### config.mk
export PLATFORM = sky130hd
export DESIGN_NAME = mac_frame_header_parser
export DESIGN_NICKNAME = d
export VERILOG_FILES = /design/src/mfhp_pkg.sv /design/src/mfhp_parser.sv /design/src/mfhp_out_buf.sv /design/src/mac_frame_header_parser.sv
export VERILOG_INCLUDE_DIRS = /design/src /design/src/src
export SDC_FILE = /design/constraint.sdc
export NUM_CORES = 1
export LEC_CHECK = 0
export BUFFER_PORTS_ARGS = -buffer_cell sky130_fd_sc_hd__buf_2
export CORE_UTILIZATION = 45
export CTS_CLUSTER_SIZE = 40
export DETAILED_ROUTE_END_ITERATION = 8
export GPL_ROUTABILITY_DRIVEN = 0
export GPL_TIMING_DRIVEN = 0
export PLACE_DENSITY_LB_ADDON = 0.12
export SLEW_MARGIN = 15
export SYNTH_ARGS = -nofsm -noshare
export SYNTH_HDL_FRONTEND = slang
export SYNTH_HIERARCHICAL = 1
export SYNTH_SLANG_ARGS = --single-unit
### constraint.sdc
create_clock -name i_clk -period 20.5 [get_ports i_clk]
set_input_delay 2.05 -clock i_clk [delete_from_list [all_inputs] [get_ports i_clk]]
set_output_delay 2.05 -clock i_clk [all_outputs]
set_load 0.01 [all_outputs]
### src/mac_frame_header_parser_defines.svh
// ----------------------------------------------------------------------------
// MAC frame header parser: assertion macros
// Concurrent check helpers shared by the parser RTL; empty for synthesis.
// ----------------------------------------------------------------------------
`ifndef MAC_FRAME_HEADER_PARSER_DEFINES_SVH
`define MAC_FRAME_HEADER_PARSER_DEFINES_SVH

`ifndef SYNTHESIS

// property must hold at every clock edge outside reset
`define MFHP_ASSERT(lbl, clk, rst_n, prop, msg) \
    lbl: assert property (@(posedge clk) disable iff (!rst_n) prop) else $error(msg);

// expression must never be true outside reset
`define MFHP_ASSERT_NEVER(lbl, clk, rst_n, expr, msg) \
    lbl: assert property (@(posedge clk) disable iff (!rst_n) !(expr)) else $error(msg);

`else

`define MFHP_ASSERT(lbl, clk, rst_n, prop, msg)
`define MFHP_ASSERT_NEVER(lbl, clk, rst_n, expr, msg)

`endif

`endif

### src/mfhp_pkg.sv
// ----------------------------------------------------------------------------
// MAC frame header parser package
// Shared result type, header layout constants and byte insertion helpers.
// ----------------------------------------------------------------------------
`default_nettype none

package mfhp_pkg;

    localparam int unsigned C_POS_W = 5;

    localparam logic [C_POS_W-1:0] C_POS_CW_LO    = 5'd0;
    localparam logic [C_POS_W-1:0] C_POS_CW_HI    = 5'd1;
    localparam logic [C_POS_W-1:0] C_POS_SEQ      = 5'd2;
    localparam logic [C_POS_W-1:0] C_DEST_PAN_OFS = 5'd3;
    localparam logic [C_POS_W-1:0] C_PAN_LEN      = 5'd2;
    localparam logic [C_POS_W-1:0] C_SHORT_LEN    = 5'd2;
    localparam logic [C_POS_W-1:0] C_LONG_LEN     = 5'd8;
    localparam logic [C_POS_W-1:0] C_MAX_HDR_LEN  = 5'd23;

    localparam logic [1:0] C_MODE_NONE  = 2'd0;
    localparam logic [1:0] C_MODE_SHORT = 2'd2;

    typedef struct packed {
        logic [1:0]  fc_type;
        logic        fc_pending;
        logic        ack_request;
        logic        pan_id_compress;
        logic [1:0]  dest_mode;
        logic [1:0]  src_mode;
        logic [7:0]  seq_number;
        logic [15:0] dest_pan;
        logic [63:0] dest_address;
        logic [15:0] src_pan;
        logic [63:0] src_address;
        logic [4:0]  header_length;
    } t_result;

    function automatic logic [C_POS_W-1:0] addr_len(input logic [1:0] mode);
        logic [C_POS_W-1:0] len;
        if (mode == C_MODE_NONE) begin
            len = '0;
        end else if (mode == C_MODE_SHORT) begin
            len = C_SHORT_LEN;
        end else begin
            len = C_LONG_LEN;
        end
        return len;
    endfunction

    // replace one byte of a little-endian 64-bit field
    function automatic logic [63:0] put_byte64(input logic [63:0] value,
                                               input logic [2:0]  idx,
                                               input logic [7:0]  b);
        logic [63:0] res;
        res = value;
        for (int i = 0; i < 8; i++) begin
            if (idx == 3'(i)) begin
                res[i*8 +: 8] = b;
            end
        end
        return res;
    endfunction

    function automatic logic [15:0] put_byte16(input logic [15:0] value,
                                               input logic        idx,
                                               input logic [7:0]  b);
        logic [15:0] res;
        res = value;
        if (idx) begin
            res[15:8] = b;
        end else begin
            res[7:0] = b;
        end
        return res;
    endfunction

endpackage

`default_nettype wire

### src/mfhp_parser.sv
// ----------------------------------------------------------------------------
// MAC frame header parser: field capture
// Tracks byte position, stores header fields and flags the completing byte.
// ----------------------------------------------------------------------------
`default_nettype none
`include "mac_frame_header_parser_defines.svh"

module mfhp_parser
    import mfhp_pkg::*;
(
    input  wire logic       i_clk,
    input  wire logic       i_rst_n,
    input  wire logic       i_accept,
    input  wire logic [7:0] i_data_byte,
    input  wire logic       i_frame_start,
    output logic            o_result_valid,
    output t_result         o_result
);

    logic [C_POS_W-1:0] r_pos,      n_pos;
    logic [15:0]        r_cw,       n_cw;
    logic [7:0]         r_seq,      n_seq;
    logic [15:0]        r_dpan,     n_dpan;
    logic [63:0]        r_daddr,    n_daddr;
    logic [15:0]        r_span,     n_span;
    logic [63:0]        r_saddr,    n_saddr;
    logic               r_done,     n_done;

    logic [C_POS_W-1:0] e_pos;
    logic [15:0]        e_cw;
    logic [1:0]         dmode, smode;
    logic               cmp;
    logic [C_POS_W-1:0] dlen, slen, s0, spl, a0, total, p_inc;
    logic [C_POS_W-1:0] k_dpan, k_daddr, k_span, k_saddr;

    // frame start wipes the fields before the byte is taken as control byte 0
    always_comb begin
        e_pos  = i_frame_start ? '0 : r_pos;
        e_cw   = i_frame_start ? '0 : r_cw;
        dmode  = e_cw[11:10];
        smode  = e_cw[15:14];
        cmp    = e_cw[6];
        dlen   = addr_len(dmode);
        slen   = addr_len(smode);
        s0     = C_DEST_PAN_OFS + ((dmode != C_MODE_NONE) ? (C_PAN_LEN + dlen) : '0);
        spl    = ((smode != C_MODE_NONE) && !cmp) ? C_PAN_LEN : '0;
        a0     = s0 + spl;
        total  = a0 + slen;
        p_inc  = e_pos + 5'd1;
        k_dpan  = e_pos - C_DEST_PAN_OFS;
        k_daddr = e_pos - C_DEST_PAN_OFS - C_PAN_LEN;
        k_span  = e_pos - s0;
        k_saddr = e_pos - a0;
    end

    always_comb begin
        n_pos          = r_pos;
        n_cw           = r_cw;
        n_seq          = r_seq;
        n_dpan         = r_dpan;
        n_daddr        = r_daddr;
        n_span         = r_span;
        n_saddr        = r_saddr;
        n_done         = r_done;
        o_result_valid = 1'b0;
        if (i_accept) begin
            if (i_frame_start) begin
                n_pos   = '0;
                n_cw    = '0;
                n_seq   = '0;
                n_dpan  = '0;
                n_daddr = '0;
                n_span  = '0;
                n_saddr = '0;
                n_done  = 1'b0;
            end
            if (!n_done) begin
                if (e_pos == C_POS_CW_LO) begin
                    n_cw  = {e_cw[15:8], i_data_byte};
                    n_pos = p_inc;
                end else if (e_pos == C_POS_CW_HI) begin
                    n_cw  = {i_data_byte, e_cw[7:0]};
                    n_pos = p_inc;
                end else begin
                    if (e_pos == C_POS_SEQ) begin
                        n_seq = i_data_byte;
                    end else if ((dmode != C_MODE_NONE)
                                 && (e_pos < C_DEST_PAN_OFS + C_PAN_LEN)) begin
                        n_dpan = put_byte16(n_dpan, k_dpan[0], i_data_byte);
                    end else if ((dmode != C_MODE_NONE) && (e_pos < s0)) begin
                        n_daddr = put_byte64(n_daddr, k_daddr[2:0], i_data_byte);
                    end else if ((spl != '0) && (e_pos < a0)) begin
                        n_span = put_byte16(n_span, k_span[0], i_data_byte);
                    end else if (e_pos < total) begin
                        n_saddr = put_byte64(n_saddr, k_saddr[2:0], i_data_byte);
                    end
                    n_pos = p_inc;
                    if (p_inc >= total) begin
                        n_done         = 1'b1;
                        o_result_valid = 1'b1;
                    end
                end
            end
        end
    end

    always_comb begin
        o_result.fc_type         = n_cw[1:0];
        o_result.fc_pending      = n_cw[4];
        o_result.ack_request     = n_cw[5];
        o_result.pan_id_compress = n_cw[6];
        o_result.dest_mode       = n_cw[11:10];
        o_result.src_mode        = n_cw[15:14];
        o_result.seq_number      = n_seq;
        o_result.dest_pan        = n_dpan;
        o_result.dest_address    = n_daddr;
        o_result.src_pan         = n_span;
        o_result.src_address     = n_saddr;
        o_result.header_length   = n_pos;
    end

    always_ff @(posedge i_clk) begin
        if (!i_rst_n) begin
            r_pos   <= '0;
            r_cw    <= '0;
            r_seq   <= '0;
            r_dpan  <= '0;
            r_daddr <= '0;
            r_span  <= '0;
            r_saddr <= '0;
            r_done  <= 1'b1;
        end else begin
            r_pos   <= n_pos;
            r_cw    <= n_cw;
            r_seq   <= n_seq;
            r_dpan  <= n_dpan;
            r_daddr <= n_daddr;
            r_span  <= n_span;
            r_saddr <= n_saddr;
            r_done  <= n_done;
        end
    end

    `MFHP_ASSERT(a_done_after_result, i_clk, i_rst_n, o_result_valid |=> r_done, "parser not idle after header")
    `MFHP_ASSERT_NEVER(a_pos_in_range, i_clk, i_rst_n, !r_done && (r_pos >= C_MAX_HDR_LEN), "byte position past header end")
    `MFHP_ASSERT_NEVER(a_result_needs_accept, i_clk, i_rst_n, o_result_valid && !i_accept, "result without byte transfer")

endmodule

`default_nettype wire

### src/mfhp_out_buf.sv
// ----------------------------------------------------------------------------
// MAC frame header parser: result buffer
// Output register with a skid stage so input transfers continue under stall until the skid stage is full.
// ----------------------------------------------------------------------------
`default_nettype none
`include "mac_frame_header_parser_defines.svh"

module mfhp_out_buf
    import mfhp_pkg::*;
(
    input  wire logic    i_clk,
    input  wire logic    i_rst_n,
    input  wire logic    i_push,
    input  wire t_result i_data,
    output logic         o_space,
    output logic         o_valid,
    input  wire logic    i_ready,
    output t_result      o_data
);

    logic    r_main_valid, n_main_valid;
    logic    r_skid_valid, n_skid_valid;
    t_result r_main, n_main;
    t_result r_skid, n_skid;
    logic    take;

    assign take    = r_main_valid && i_ready;
    assign o_space = !r_skid_valid;
    assign o_valid = r_main_valid;
    assign o_data  = r_main;

    always_comb begin
        n_main_valid = r_main_valid;
        n_skid_valid = r_skid_valid;
        n_main       = r_main;
        n_skid       = r_skid;
        if (r_skid_valid) begin
            if (take) begin
                n_main       = r_skid;
                n_skid_valid = 1'b0;
            end
        end else if (i_push) begin
            if (!r_main_valid || take) begin
                n_main       = i_data;
                n_main_valid = 1'b1;
            end else begin
                n_skid       = i_data;
                n_skid_valid = 1'b1;
            end
        end else if (take) begin
            n_main_valid = 1'b0;
        end
    end

    always_ff @(posedge i_clk) begin
        if (!i_rst_n) begin
            r_main_valid <= 1'b0;
            r_skid_valid <= 1'b0;
        end else begin
            r_main_valid <= n_main_valid;
            r_skid_valid <= n_skid_valid;
        end
    end

    always_ff @(posedge i_clk) begin
        r_main <= n_main;
        r_skid <= n_skid;
    end

    `MFHP_ASSERT_NEVER(a_skid_needs_main, i_clk, i_rst_n, r_skid_valid && !r_main_valid, "skid holds data with empty output")
    `MFHP_ASSERT_NEVER(a_no_push_when_full, i_clk, i_rst_n, i_push && r_skid_valid, "result pushed into full buffer")
    `MFHP_ASSERT(a_stall_fills_skid, i_clk, i_rst_n, (i_push && r_main_valid && !i_ready) |=> r_skid_valid, "stalled result lost")

endmodule

`default_nettype wire

### src/mac_frame_header_parser.sv
// ----------------------------------------------------------------------------
// MAC frame header parser
// Splits received frame bytes into frame control, sequence and address fields.
// ----------------------------------------------------------------------------
//  channel  direction  handshake                   payload
//  in       sink       i_in_valid / o_in_ready     i_data_byte, i_frame_start
//  out      source     o_out_valid / i_out_ready   o_fc_type .. o_header_length
//
//  One byte per cycle while o_in_ready is high; each header byte updates the position counter and one field.
//  The result of the byte that completes the header is registered in the output or skid register.
//  Reset (synchronous, active low) leaves the parser idle until a frame start.
//  Two results may wait in the output and skid registers; input stalls only
//  while both are held.
// ----------------------------------------------------------------------------
`default_nettype none

module mac_frame_header_parser
    import mfhp_pkg::*;
(
    input  wire logic        i_clk,
    input  wire logic        i_rst_n,
    input  wire logic        i_in_valid,
    output logic             o_in_ready,
    input  wire logic [7:0]  i_data_byte,
    input  wire logic        i_frame_start,
    output logic             o_out_valid,
    input  wire logic        i_out_ready,
    output logic [1:0]       o_fc_type,
    output logic             o_fc_pending,
    output logic             o_ack_request,
    output logic             o_pan_id_compress,
    output logic [1:0]       o_dest_mode,
    output logic [1:0]       o_src_mode,
    output logic [7:0]       o_seq_number,
    output logic [15:0]      o_dest_pan,
    output logic [63:0]      o_dest_address,
    output logic [15:0]      o_src_pan,
    output logic [63:0]      o_src_address,
    output logic [4:0]       o_header_length
);

    logic    in_accept;
    logic    res_valid;
    t_result res;
    t_result out_res;

    assign in_accept = i_in_valid && o_in_ready;

    mfhp_parser u_parser (
        .i_clk          (i_clk),
        .i_rst_n        (i_rst_n),
        .i_accept       (in_accept),
        .i_data_byte    (i_data_byte),
        .i_frame_start  (i_frame_start),
        .o_result_valid (res_valid),
        .o_result       (res)
    );

    mfhp_out_buf u_out_buf (
        .i_clk   (i_clk),
        .i_rst_n (i_rst_n),
        .i_push  (res_valid),
        .i_data  (res),
        .o_space (o_in_ready),
        .o_valid (o_out_valid),
        .i_ready (i_out_ready),
        .o_data  (out_res)
    );

    assign o_fc_type         = out_res.fc_type;
    assign o_fc_pending      = out_res.fc_pending;
    assign o_ack_request     = out_res.ack_request;
    assign o_pan_id_compress = out_res.pan_id_compress;
    assign o_dest_mode       = out_res.dest_mode;
    assign o_src_mode        = out_res.src_mode;
    assign o_seq_number      = out_res.seq_number;
    assign o_dest_pan        = out_res.dest_pan;
    assign o_dest_address    = out_res.dest_address;
    assign o_src_pan         = out_res.src_pan;
    assign o_src_address     = out_res.src_address;
    assign o_header_length   = out_res.header_length;

endmodule

`default_nettype wire

==> flow_summary.toml <==
[critical_path]
path_delay_family = "buffers and inverters"
cp_slowest_cell = "a21oi_4"
crit_chain = "buf_2 > buf_6 > inv_2 > clkbuf_1 > clkbuf_1 > nand2_1 > inv_1 > ha_1 > xor2_1 > ha_1 > a21o_1 > a21o_1 > a21oi_1 > nor2_1 > mux2i_1 > a21oi_4 > buf_16 > buf_12 > buf_16 > buf_12"
critPathBufInv = 10
reg2reg_slack_ps = 15320
critPathMaxFanout = 28
critical_path_class = "in2reg"
cpPeakStageDelay_ps = 610
reg2reg_depth = 18
worstPathRequired_ps = 20800
start_kind = "primary input"
reg2reg_to = "u_out_buf/o_data[116]"
end_kind = "flop"
r2r_start = "u_parser/r_cw[10]"
critPathLaunch = "i_frame_start"
crit_arrival_ps = 7400

[synthesis]
synth_nets = 1772
synth-seq-cells = 549
synth.distinct_cells = 73
synthesis.area_um2 = 23210
syn-mean-instance-area_um2 = 13.38
synth-edff-count = 364
ys_seq_area_share_pct = 63.06
synthFlopType = "edfxtp_1"
synth_top_cell_area_share_pct = 47.10
async_flop_share_pct = 0
synthCells = 1735
synth_area_leaders = "edfxtp_1 47%, dfxtp_1 16%, mux2_4 6.6%, mux2_2 3.9%, nand2_1 3.2%"
yosysTopAreaCell = "edfxtp_1"
yosys_warnings = 6

[run]
drv_cap = 0

[clock_tree]
cts_buffer_depth = 3
cts_hold_buf = 0
clock_latency_ps = 610
clock-sinks = 549
clk_pin_slew_ps = 60
htreeDepth = 2
cts_tree = "done"
cts_buffers = 56
clockRootBuffer = "clkbuf_16"
cts_resized = 0
postCtsSetupBuffers = 0

[placement]
portBuffers = 190
placed_area_um2 = 25260
pre_cts_ws_ps = 13000
dp_hpwl_mm = 42.31

[route]
dr.pass1.iters = 6
remaining_drc_errors = 0
wire_per_inst_um = 22.32
viasPerCell = 5.606
vias = 15210
postRouteAntennaNets = 0
drt_iter0_markers = 1392
wl_mm = 60.54

[grt]
grt-ovfl-total = 0
grt_max_degree = 59
antenna_found_initial = 1
grt_first_pass_wirelength_mm = 91.23
grt_pass1_vias = 15080
grtUsageTotal_pct = 22.87

[cells_and_area]
synthToLayoutAreaGrowth_pct = 16.55
regArea_um2 = 14630
design_area_um2 = 27050
nFillCells = 4336
insertedDiodeCount = 0
nets = 2030
drive_gt1_share_pct = 26.07
multi_input_area_um2 = 7850
final_util_pct = 53.58

[pwr]
power_leakage_uw = 0.01071
ir_worst_vdd_mv = 0.05718
power_density_nw_per_um2 = 82.53

[timing]
finalMaxSlewViolations = 0
timing.final.ws_setup_ps = 13400
setup_viol = 0
hold_viol_final = 0
relSlewSlack_pct = 11.66
period_share_pct = 34.63
rsz0062_at_grt = "no"
finalClockSkew_ps = 18.34
max_slew.worst_pin.slew_ps = 1325
setup_tns_ps = 0
min_period_ps = 7100
holdWs_ps = 463.3
fmax_mhz = 140.8

[run_status]
status = "completed"

[floorplan]
start_util_pct = 45.97
die_h_um = 229.1
core-area_um2 = 50480
rows = 82
die_x_um = 229.1
die_area_um2 = 52480
ioPinCount = 197

[min_path]
whs_path_depth = 2
min_to = "u_parser/r_saddr[37]"
worstHoldStart = "u_parser/r_saddr[37]"
hp-class = "reg2reg"
[per-layer routing]
metal  GRT usage (%)  vias up  part of all wire (%)
met2           35.63      585                    46
met1           32.30     7486                    45
li1                -     7034                     -
met4           7.667        0                   2.8
met5               0        -                     0
met3           3.972      104                   6.6
[state kept, by name (all words and copies together), names as in the netlist]
| register | count |
|---|---|
| u_out_buf/r_skid_valid | 1 |
| u_parser/r_saddr | 64 |
| u_parser/r_span | 16 |
| u_parser/r_daddr | 64 |
| u_parser/r_pos | 5 |
| u_parser/r_dpan | 16 |
| u_out_buf/o_valid | 1 |
| u_out_buf/r_skid | 182 |
| u_parser/r_seq | 8 |
| u_parser/r_done | 1 |
| u_parser/r_cw | 9 |
| u_out_buf/o_data | 182 |
[cells in the mapped netlist, types with 11 or more instances]
cell,instances
o21ai_0,40
and2_1,55
nand2_1,197
o2bb2ai_1,29
nand4_1,15
buf_6,19
mux2_4,102
ha_1,24
mux2i_1,36
o211ai_1,13
mux2_2,80
edfxtp_1,364
o22ai_1,11
inv_1,30
and3_1,18
dfxtp_1,185
nand3b_1,18
a21oi_1,80
nand3_1,45
buf_2,18
a22o_1,56
o21a_1,12
nor2_1,38
clkbuf_1,69
nor3_1,12
[cell type report]
cell class / count / area share (%)
clock inverter: 33 / 0.9899
timing repair buffer: 200 / 4.422
tap: 672 / 3.109
inverter: 33 / 0.4580
buffer: 117 / 2.290
multi-input combinational: 1036 / 29.02
clock buffer: 73 / 5.606
sequential: 549 / 54.10
[logic make-up after synthesis]
kind of cell	count (synthesis)	synth area share, %
adders and majority gates	24	1.294
DFF	549	63.06
and+or+nand+nor	460	10.02
buffers and inverters	150	3.203
AOI/OAI and AO/OA	323	9.861
muxes	218	12.03
xor gates and xnor gates	11	0.5338
[layout by cell type (no fill, tap or decap), types with 24 or more instances in the layout]
| cell type | instances |
|---|---|
| edfxtp_1 | 364 |
| buf_2 | 208 |
| nand2_1 | 197 |
| dfxtp_1 | 185 |
| mux2_4 | 102 |
| clkbuf_1 | 82 |
| mux2_2 | 80 |
| a21oi_1 | 79 |
| clkbuf_16 | 57 |
| a22o_1 | 56 |
| and2_1 | 55 |
| nand3_1 | 45 |
| o21ai_0 | 40 |
| nor2_1 | 38 |
| mux2i_1 | 36 |
| inv_1 | 30 |
| o2bb2ai_1 | 29 |
| ha_1 | 24 |
[power breakdown]
group | leakage (uW) | internal, uW | switching, uW
clock | 0.000879 | 571 | 423
combinational | 0.00484 | 13.1 | 55.0
sequential | 0.00499 | 1170 | 0.898
[tightest hold or removal path: cells and delay by family, from the launching register on]
family / cells / cell delay [ps]
AND/OR/NAND/NOR: 1 / 50
multiplexers: 1 / 60
flip-flops: 1 / 310
[worst max path at each step]
stage / to / slack (ps) / depth (start not counted)
5_1_grt: u_out_buf/o_data[116] / 13140 / 20
3_5_place_dp: u_out_buf/o_data[82] / 13000 / 20
6_report: u_out_buf/o_data[116] / 13400 / 20
4_1_cts: u_out_buf/o_data[116] / 13600 / 20
2_1_floorplan: u_out_buf/o_data[0] / 6330 / 16
3_3_place_gp: u_out_buf/o_data[116] / 1910 / 16
[per-stage QoR]
stage	total power [uW]	instances
final	2232	2713
after global routing	2298	2713
after CTS	2253	2713
after detailed placement	1259	2607
after global placement	1259	2597
after floorplan	1229	1735
Power figures use the tool's default switching activity.
